[config.mk]
export PLATFORM = sky130hd
export DESIGN_NAME = base64_byte_encoder
export DESIGN_NICKNAME = d
export VERILOG_FILES = /design/src/hw/rtl/b64enc_pkg.sv /design/src/hw/rtl/b64enc_front.sv /design/src/hw/rtl/b64enc_queue.sv /design/src/hw/rtl/b64enc_back.sv /design/src/hw/rtl/base64_byte_encoder.sv
export SDC_FILE = /design/constraint.sdc
export NUM_CORES = 1
export LEC_CHECK = 0
export ABC_CLOCK_PERIOD_IN_PS = 6200
export BUFFER_PORTS_ARGS = -buffer_cell sky130_fd_sc_hd__buf_2
export CORE_AREA = 3 3 86 88
export CTS_CLUSTER_DIAMETER = 200
export DETAILED_ROUTE_END_ITERATION = 10
export DIE_AREA = 0 0 89 91
export PLACE_DENSITY = 0.85
export SLEW_MARGIN = 20
export SYNTH_ARGS = -nofsm -noshare
export SYNTH_HDL_FRONTEND = slang
export SYNTH_HIERARCHICAL = 1
export SYNTH_SLANG_ARGS = --single-unit
export TNS_END_PERCENT = 20
[constraint.sdc]
create_clock -name i_clk -period 6.2 [get_ports i_clk]
set_input_delay 0.62 -clock i_clk [delete_from_list [all_inputs] [get_ports i_clk]]
set_output_delay 0.62 -clock i_clk [all_outputs]
set_load 0.02 [all_outputs]
[src/hw/rtl/b64enc_pkg.sv]
// package: shared types, constants and the symbol lookup for the base64 encoder
`timescale 1ns / 1ps

package b64enc_pkg;

    localparam int unsigned QueueDepth = 2;

    localparam logic [6:0] PadSymbol = 7'h3D;

    // one complete or final partial group as handed from front to back
    typedef struct packed {
        logic [23:0] bits;
        logic [1:0]  have_m1;
        logic        last;
    } t_group;

    // queue side seen by the back part
    typedef struct packed {
        logic   valid;
        t_group head;
    } t_queue_out;

    function automatic logic [6:0] sym_of(input logic [5:0] six);
        logic [6:0] r;
        r = 7'd0;
        case (six) inside
            [6'd0:6'd25]:  r = 7'd65 + {1'b0, six};
            [6'd26:6'd51]: r = 7'd71 + {1'b0, six};
            [6'd52:6'd61]: r = {1'b0, six} - 7'd4;
            6'd62:         r = 7'd43;
            6'd63:         r = 7'd47;
            default:       r = PadSymbol;
        endcase
        return r;
    endfunction

endpackage

[src/hw/rtl/b64enc_front.sv]
// front part: collects bytes into groups and pushes each finished group
`timescale 1ns / 1ps

module b64enc_front (
    input  logic                i_clk,
    input  logic                i_rst_n,
    input  logic                i_accept,
    input  logic [7:0]          i_data_byte,
    input  logic                i_end_of_message,
    output logic                o_push,
    output b64enc_pkg::t_group  o_group
);

    logic [1:0] r_count;
    logic [1:0] n_count;
    logic [7:0] r_pend [2];
    logic [7:0] g0;
    logic [7:0] g1;
    logic [7:0] g2;
    logic       full_pair;

    assign full_pair = r_count[1];
    assign o_push    = i_accept && (full_pair || i_end_of_message);

    always_comb begin
        g0 = 8'd0;
        g1 = 8'd0;
        g2 = 8'd0;
        case (r_count)
            2'd0: begin
                g0 = i_data_byte;
            end
            2'd1: begin
                g0 = r_pend[0];
                g1 = i_data_byte;
            end
            default: begin
                g0 = r_pend[0];
                g1 = r_pend[1];
                g2 = i_data_byte;
            end
        endcase
    end

    always_comb begin
        o_group.bits    = {g0, g1, g2};
        o_group.have_m1 = full_pair ? 2'd2 : r_count;
        o_group.last    = i_end_of_message;
    end

    always_comb begin
        n_count = r_count;
        if (o_push) begin
            n_count = 2'd0;
        end else if (i_accept) begin
            n_count = r_count + 2'd1;
        end
    end

    always_ff @(posedge i_clk) begin
        if (!i_rst_n) begin
            r_count <= 2'd0;
        end else begin
            r_count <= n_count;
        end
    end

    always_ff @(posedge i_clk) begin
        if (i_accept && !o_push) begin
            r_pend[r_count[0]] <= i_data_byte;
        end
    end

endmodule

[src/hw/rtl/b64enc_queue.sv]
// short group queue between front and back
`timescale 1ns / 1ps

module b64enc_queue #(
    parameter int unsigned DEPTH = b64enc_pkg::QueueDepth
) (
    input  logic                    i_clk,
    input  logic                    i_rst_n,
    input  logic                    i_push,
    input  b64enc_pkg::t_group      i_group,
    input  logic                    i_pop,
    output b64enc_pkg::t_queue_out  o_queue,
    output logic                    o_full
);

    localparam int unsigned PtrW = (DEPTH > 1) ? $clog2(DEPTH) : 1;
    localparam int unsigned CntW = $clog2(DEPTH + 1);

    b64enc_pkg::t_group r_slot [DEPTH];
    logic [PtrW-1:0] r_wr_ptr;
    logic [PtrW-1:0] r_rd_ptr;
    logic [CntW-1:0] r_cnt;
    logic [PtrW-1:0] n_wr_ptr;
    logic [PtrW-1:0] n_rd_ptr;
    logic [CntW-1:0] n_cnt;

    assign o_full          = (r_cnt == CntW'(DEPTH));
    assign o_queue.valid   = (r_cnt != '0);
    assign o_queue.head    = r_slot[r_rd_ptr];

    always_comb begin
        n_wr_ptr = r_wr_ptr;
        n_rd_ptr = r_rd_ptr;
        n_cnt    = r_cnt;
        if (i_push) begin
            n_wr_ptr = (r_wr_ptr == PtrW'(DEPTH - 1)) ? '0 : r_wr_ptr + PtrW'(1);
        end
        if (i_pop) begin
            n_rd_ptr = (r_rd_ptr == PtrW'(DEPTH - 1)) ? '0 : r_rd_ptr + PtrW'(1);
        end
        if (i_push && !i_pop) begin
            n_cnt = r_cnt + CntW'(1);
        end else if (i_pop && !i_push) begin
            n_cnt = r_cnt - CntW'(1);
        end
    end

    always_ff @(posedge i_clk) begin
        if (!i_rst_n) begin
            r_wr_ptr <= '0;
            r_rd_ptr <= '0;
            r_cnt    <= '0;
        end else begin
            r_wr_ptr <= n_wr_ptr;
            r_rd_ptr <= n_rd_ptr;
            r_cnt    <= n_cnt;
        end
    end

    always_ff @(posedge i_clk) begin
        if (i_push) begin
            r_slot[r_wr_ptr] <= i_group;
        end
    end

endmodule

[src/hw/rtl/b64enc_back.sv]
// back: queue head to four symbols, one word per cycle unless stalled
`timescale 1ns / 1ps

module b64enc_back (
    input  logic                    i_clk,
    input  logic                    i_rst_n,
    input  b64enc_pkg::t_queue_out  i_queue,
    output logic                    o_pop,
    input  logic                    i_stall,
    output logic                    o_valid,
    output logic [6:0]              o_symbol,
    output logic                    o_last_symbol
);

    logic [1:0] r_idx;
    logic [1:0] n_idx;
    logic       r_valid;
    logic       n_valid;
    logic [6:0] r_sym;
    logic [6:0] n_sym;
    logic       r_last;
    logic       n_last;
    logic       adv;
    logic       emit;
    logic [5:0] six;
    logic [2:0] have;

    assign adv   = !r_valid || !i_stall;
    assign emit  = adv && i_queue.valid;
    assign o_pop = emit && (r_idx == 2'd3);
    assign have  = {1'b0, i_queue.head.have_m1} + 3'd1;

    always_comb begin
        case (r_idx)
            2'd0:    six = i_queue.head.bits[23:18];
            2'd1:    six = i_queue.head.bits[17:12];
            2'd2:    six = i_queue.head.bits[11:6];
            default: six = i_queue.head.bits[5:0];
        endcase
    end

    always_comb begin
        n_valid = r_valid;
        n_idx   = r_idx;
        n_sym   = r_sym;
        n_last  = r_last;
        if (adv) begin
            n_valid = i_queue.valid;
        end
        if (emit) begin
            n_idx  = r_idx + 2'd1;
            n_sym  = ({1'b0, r_idx} > have) ? b64enc_pkg::PadSymbol
                                            : b64enc_pkg::sym_of(six);
            n_last = i_queue.head.last && (r_idx == 2'd3);
        end
    end

    always_ff @(posedge i_clk) begin
        if (!i_rst_n) begin
            r_valid <= 1'b0;
            r_idx   <= 2'd0;
        end else begin
            r_valid <= n_valid;
            r_idx   <= n_idx;
        end
    end

    always_ff @(posedge i_clk) begin
        r_sym  <= n_sym;
        r_last <= n_last;
    end

    assign o_valid       = r_valid;
    assign o_symbol      = r_sym;
    assign o_last_symbol = r_last;

endmodule

[src/hw/rtl/base64_byte_encoder.sv]
// top level: base64 byte encoder, standard alphabet with '=' padding
// a byte that closes a group is written into the queue, then its first symbol is registered
// throughput: one byte a cycle unless the queue is full; four symbols per group, one a cycle
// symbol output waits on i_stall; the single symbol output register sets the sustained rate
// reset: synchronous active low, clears the byte count, queue pointers and output valid
`timescale 1ns / 1ps

module base64_byte_encoder #(
    parameter int unsigned QUEUE_DEPTH = b64enc_pkg::QueueDepth
) (
    input  logic       i_clk,
    input  logic       i_rst_n,
    input  logic       i_valid,
    output logic       o_stall,
    input  logic [7:0] i_data_byte,
    input  logic       i_end_of_message,
    output logic       o_valid,
    input  logic       i_stall,
    output logic [6:0] o_symbol,
    output logic       o_last_symbol
);

    logic                   accept;
    logic                   push;
    logic                   pop;
    logic                   full;
    b64enc_pkg::t_group     group;
    b64enc_pkg::t_queue_out queue;

    assign o_stall = full;
    assign accept  = i_valid && !full;

    b64enc_front u_front (
        .i_clk            (i_clk),
        .i_rst_n          (i_rst_n),
        .i_accept         (accept),
        .i_data_byte      (i_data_byte),
        .i_end_of_message (i_end_of_message),
        .o_push           (push),
        .o_group          (group)
    );

    b64enc_queue #(
        .DEPTH (QUEUE_DEPTH)
    ) u_queue (
        .i_clk   (i_clk),
        .i_rst_n (i_rst_n),
        .i_push  (push),
        .i_group (group),
        .i_pop   (pop),
        .o_queue (queue),
        .o_full  (full)
    );

    b64enc_back u_back (
        .i_clk         (i_clk),
        .i_rst_n       (i_rst_n),
        .i_queue       (queue),
        .o_pop         (pop),
        .i_stall       (i_stall),
        .o_valid       (o_valid),
        .o_symbol      (o_symbol),
        .o_last_symbol (o_last_symbol)
    );

endmodule

After elaboration in Yosys (flattened, before gate mapping) --
Memory sizes are Yosys's and may differ from the RTL's. A register that Yosys moved wholly into a read port is not among the register bits. Index checks and enable logic that the tools add are counted. Widths: inputs -> output; s select.
Cells by class: add/sub/neg operators 10, $mul 0, divide/modulo/power cells 0, $lt $le $gt $ge 7, equality and inequality tests 7, shifts and indexed selects 0, mux-type cells 20, bitwise logic cells 1, reductions and logical operators 24
Operators with widths (number):
- $mux 7 | 4
- $pmux 6 s3 | 1
- $mux 8 | 2
- $pmux 8 s2 | 1
- $add 7x6->7 const A | 2
- $eq 6x6->1 const B | 2
- $le 6x6->1 const B | 2
- $logic_and 1x1->1 | 11
- $mux 1 | 8
- $sub 6x3->7 const B | 1
- $add 2x1->2 const B | 3
- $eq 2x2->1 const B | 3
- $ge 6x1->1 const B | 1
- $ge 6x5->1 const B | 1
- $ge 6x6->1 const B | 1
- $le 6x5->1 const B | 1
- $mux 2 | 3
- $logic_not 1->1 | 5
- $mux 5 | 1
- $eq 2x1->1 const B | 2
- $logic_not 2->1 | 2
- $reduce_bool 2->1 | 2
- $reduce_or 2->1 | 2
- $add 2x1->3 const B | 1
- 5 further kinds | 7
Storage, ports and cells: register bits after elaboration 17, bits in latches 0, memory bits (writable) 70, memory bits (read-only) 0, bits of input ports 13, memories 2
Memories:
- u_queue.r_slot | words 2, bits a word 27, read ports 1, clocked after Yosys merged registers in 1, wr ports 1, line b64enc_queue.sv:19 | b64enc_pkg::t_group r_slot [DEPTH];
- u_front.r_pend | words 2, bits a word 8, read ports 2, clocked after Yosys merged registers in 0, wr ports 1, line b64enc_front.sv:16 | logic [7:0] r_pend [2];

Logic depth before layout (Yosys ltp) --
depth in word-level cells 8, mapped depth 12

Cells and area by module --
Netlist, hierarchy kept.
By module, submodules not included:
- b64enc_queue | instances 1, cells each 106, area an instance 2174.6 um2, seq. area each 1721.7 um2
- b64enc_back | instances 1, cells each 119, area an instance 1108.6 um2, seq. area each 300.3 um2
- b64enc_front | instances 1, cells each 77, area an instance 978.4 um2, seq. area each 520.5 um2
- base64_byte_encoder | instances 1, cells each 1, area an instance 13.8 um2, seq. area each 0.0 um2

Worst setup path after synthesis --
OpenSTA, ideal clock, no wires.
path type reg2reg, start point register (tool-made name), end point register u_back.r_sym[2], in the netlist u_back/o_symbol[2] (data pin), library setup time 0.285 ns, arrival 2.650 ns, path slack 3.265 ns, cell stages (with the launch flop) 11, path buffers 2, clock period less this slack 2.935 ns, path through dfxtp_1 -> buf_2 -> buf_6 -> mux2_2 -> a222oi_1 -> mux2i_1 -> ha_1 -> nor3_1 -> o22ai_1 -> a222oi_1 -> o221ai_1
RTL lines:
- to (signal assigned) | line b64enc_back.sv:69 | r_sym <= n_sym;
- to (decl) | line b64enc_back.sv:19 | logic [6:0] r_sym;

==> impl.org <==
** Synthesis
- Of all cell types, the one taking the most synthesized area is sky130_fd_sc_hd__edfxtp_1.
- Post-synthesis cell count :: 303
- The synthesized netlist contains 44 unique library cells.
- Counting every net in the synthesized netlist gives 333.
- Commonest register cell after synthesis :: sky130_fd_sc_hd__edfxtp_1
- Count of state elements after synthesis :: 88
- Synthesis warning total :: 6
- Proportion of register bits with asynchronous set or reset after synthesis :: 0%
- Top area cells in the synthesized netlist :: sky130_fd_sc_hd__edfxtp_1, sky130_fd_sc_hd__mux2_2, sky130_fd_sc_hd__ha_1
- Area share of the leading cell type in the synthesized netlist :: 54.8%
- After synthesis, flip-flops and latches occupy 59.5% of the total area.
- Post-synthesis area per instance :: 14.1 um2
- The mapped netlist covers 4280 um2.
- Number of enable-type register cells in the synthesized netlist :: 78

** Finish
- Net count, final :: 358
- Layout area overhead :: 7.52%
- The number of antenna diodes in the final layout is 0.
- Post-route cell area :: 4600 um2
- Most frequent cells in the layout :: sky130_fd_sc_hd__edfxtp_1, sky130_fd_sc_hd__mux2_2, sky130_fd_sc_hd__buf_2
- Leaving out fill and tap cells, the most frequent cell in the layout is sky130_fd_sc_hd__edfxtp_1.
- In the final layout, the share of cells above drive strength 1 is 26.4%.

** Timing
- Setup violations remaining at the end of the flow were counted as 0.
- The count of final max-slew check failures is 0.
- Portion of the clock cycle consumed by the worst path in the final layout :: 55.0%
- Counting I/O delays and the setup requirement, the final critical path takes 3.41 ns.
- In this run the tightest slew margin relative to its limit is 30.3%.
- Highest clock frequency the design can meet :: 293 MHz
- Setup total negative slack :: 0 ns
- Clock skew on the completed layout was measured at 0.0104 ns.
- The hold violation total from the final report was 0.
- Setup repair after global routing left no endpoint under its margin.
- Measured slew at the worst slew-check pin :: 1.04 ns

** Placed design
- Count of input and output buffers :: 22
- At the end of routability-driven placement, the weighted congestion stood at 0.968.
- After legalization and detailed placement, the total HPWL measured 5.02 mm.
- Post-Place Cell Area :: 4430 um2

** Power and ir drop
- In this run the static leakage power is 1.67 nW.
- Power spread over the standard cell area amounts to 300 nW/um2.
- IR analysis of the VDD net gives a maximum drop of 0.000182 V.

** Clock tree
- Once the clock tree was built, the setup fixing pass inserted 0 buffers.
- Number of H-tree levels :: 3
- Clock-pin slew was measured on the worst setup and hold paths at 0.08 ns.
- The clock passes through at most 2 buffers.
- Counting every sink on the clock net gives 88.
- Clock tree from TritonCTS :: done
- Number of CTS-inserted buffers :: 9
- The number of gates resized after CTS was 0.
- Clock Root Buffer :: sky130_fd_sc_hd__clkbuf_8
- CTS Hold Bufs :: 0
- Insertion delay of the later-clocked pin in the worst-skew pair :: 0.36 ns

** Floorplanning
- Overall die height :: 91 um
- During I/O placement, the number of pins put on the boundary was 23.
- The die covers 8100 um2.
- Die width :: 89 um
- The initial utilization of the core area, before any placement, comes to 63.6%.
- In this run the core area contains 30 standard-cell rows.
- Floorplan core area :: 6720 um2

** GRT
- Grt total ovfl :: 0
- Overall track demand over capacity in global routing :: 19.1%
- Entering global routing, the biggest net connects 28 pins.
- The via count of the first global-routing pass is 2,394.
- The first global-routing pass estimated 11.5 mm of wire.
- Antenna violations before repair :: 0

** Route
- Number of DRC violations after detailed routing :: 0
- The detail route stage leaves a number of antenna-violating nets equal to 0.
- Before antenna repair, the detailed router went through 5 iterations.
- In this run, the number of DRC markers left after iteration 0 of detailed routing was 174.
- After detailed routing, the number of vias per cell comes to 5.86.
- In the final routed layout, each cell accounts on average for 17.4 um.
- Routed via count :: 2,420
- Wires add up to 7.17 mm.

** Worst setup path
- In this run the worst setup path terminates at u_back/o_symbol[2]$_SDFFCE_PN1P_.
- Endpoint type of the worst setup path :: flip-flop
- Worst path arrival time :: 3.48 ns
- Crit start category :: flip-flop
- The worst setup path is of the reg2reg kind.
- Worst reg2reg path endpoint :: u_back/o_symbol[2]$_SDFFCE_PN1P_
- At the worst endpoint, the required time is 6.27 ns.
- R2R setup slack :: 2.79 ns
- In this run the worst path has a maximum fanout of 27.
- The number of cells on the worst reg-to-reg path is 8.

** Job
- Max cap viols :: 0

** Hold path
- Class of the most critical hold timing path :: in2reg

** Run status
- The flow ran to the end, and the final reports show no timing, DRC or antenna violations.
==> Yosys cell counts (2+ instances only) <==
cell,instances
sky130_fd_sc_hd__nand2b_1,9
sky130_fd_sc_hd__a21oi_1,7
sky130_fd_sc_hd__o21a_1,6
sky130_fd_sc_hd__xnor2_1,5
sky130_fd_sc_hd__inv_1,18
sky130_fd_sc_hd__ha_1,17
sky130_fd_sc_hd__xor2_1,5
sky130_fd_sc_hd__o22ai_1,2
sky130_fd_sc_hd__and2_1,15
sky130_fd_sc_hd__nor2_1,5
sky130_fd_sc_hd__buf_6,3
sky130_fd_sc_hd__nor2b_1,8
sky130_fd_sc_hd__nand3_1,6
sky130_fd_sc_hd__nand2_1,12
sky130_fd_sc_hd__edfxtp_1,78
sky130_fd_sc_hd__mux2i_4,2
sky130_fd_sc_hd__buf_4,2
sky130_fd_sc_hd__nor3_1,3
sky130_fd_sc_hd__mux2_4,8
sky130_fd_sc_hd__o21ai_0,9
sky130_fd_sc_hd__a222oi_1,7
sky130_fd_sc_hd__mux2i_1,4
sky130_fd_sc_hd__o21ai_1,9
sky130_fd_sc_hd__buf_2,4
sky130_fd_sc_hd__dfxtp_1,10
sky130_fd_sc_hd__mux2_2,28
sky130_fd_sc_hd__or3_1,3
sky130_fd_sc_hd__a21boi_1,2
==> area by class of cell <==
cell class	count	area (um2)
flip-flops and latches	88	2540
fillers	447	2120
multi-input cells	188	1600
clock buffers	10	128
repair buffers	23	118
well taps	80	100
inverters	18	67.6
clock inverters	6	36.3
==> report_power, final <==
group	internal (mW)	leakage [nW]	switching (mW)	total [mW]
Clock	0.143	0.0773	0.191	0.333
Sequential	0.697	0.811	0.0143	0.712
Combinational	0.132	0.779	0.201	0.332
==> worst max-delay path: stages (launching register included) <==
cell                       delay, ns
sky130_fd_sc_hd__dfxtp_2        0.72
sky130_fd_sc_hd__mux2_2         0.41
sky130_fd_sc_hd__a222oi_1       0.35
sky130_fd_sc_hd__mux2i_1        0.29
sky130_fd_sc_hd__ha_1           0.34
sky130_fd_sc_hd__nor3_1         0.31
sky130_fd_sc_hd__o22ai_1        0.14
sky130_fd_sc_hd__a222oi_1       0.38
sky130_fd_sc_hd__o221ai_1       0.18
==> routing by layer <==
layer | up-vias | wire (um) | global-route usage, %
met4 | 0 | 160 | 9.31
met2 | 59 | 3670 | 30.8
met3 | 13 | 264 | 3.63
met5 | - | 0 | 0
met1 | 1181 | 3070 | 24.6
li1 | 1167 | - | -
==> sequential cells by signal, indices dropped and copies added, names as in the netlist, named ones only <==
name / flops
u_back/o_last_symbol: 1
u_back/o_symbol: 7
u_back/o_valid: 1
u_back/r_idx: 2
u_front/r_count: 2
u_front/r_pend: 16
u_queue/r_cnt: 2
u_queue/r_rd_ptr: 1
u_queue/r_slot: 54
u_queue/r_wr_ptr: 1
==> per-stage QoR <==
| stage | power, mW | hold WS (ns) | cells | setup WS (ns) | utilization, % |
|---|---|---|---|---|---|
| 2_1_floorplan | 0.976 | 0.461 | 303 | 3.26 | - |
| 3_3_place_gp | 1.04 | 0.476 | 397 | 2.55 | 65.9 |
| 3_5_place_dp | 1.06 | 0.519 | 397 | 2.43 | 65.9 |
| 4_1_cts | 1.38 | 0.496 | 413 | 2.42 | 68.3 |
| 5_1_grt | 1.45 | 0.499 | 413 | 2.55 | 68.4 |
| 6_report | 1.38 | 0.507 | 413 | 2.79 | 68.4 |
==> logic make-up after synthesis <==
kind of cell	synth area share, %
AOI/OAI and AO/OA	7.81
DFF	59.5
and+or+nand+nor	10.0
xor gates and xnor gates	2.05
buffers and inverters	3.19
adders and majority gates	4.98
muxes	12.5
==> worst min-delay path by stage <==
stage	cells past startpoint	from	slack (ns)	endpoint
finish	1	i_data_byte[3]	0.51	u_front/r_pend[1][3]$_DFFE_PP_
global route	1	i_data_byte[1]	0.50	u_front/r_pend[1][1]$_DFFE_PP_
CTS	1	i_data_byte[3]	0.50	u_front/r_pend[1][3]$_DFFE_PP_
detailed placement	2	u_queue/r_cnt[1]$_SDFFE_PN0P_	0.52	u_queue/r_cnt[1]$_SDFFE_PN0P_
global placement	2	u_queue/r_cnt[1]$_SDFFE_PN0P_	0.48	u_queue/r_cnt[1]$_SDFFE_PN0P_
floorplan	2	u_queue/r_cnt[1]$_SDFFE_PN0P_	0.46	u_queue/r_cnt[1]$_SDFFE_PN0P_
(Power assumes the default switching activity.)
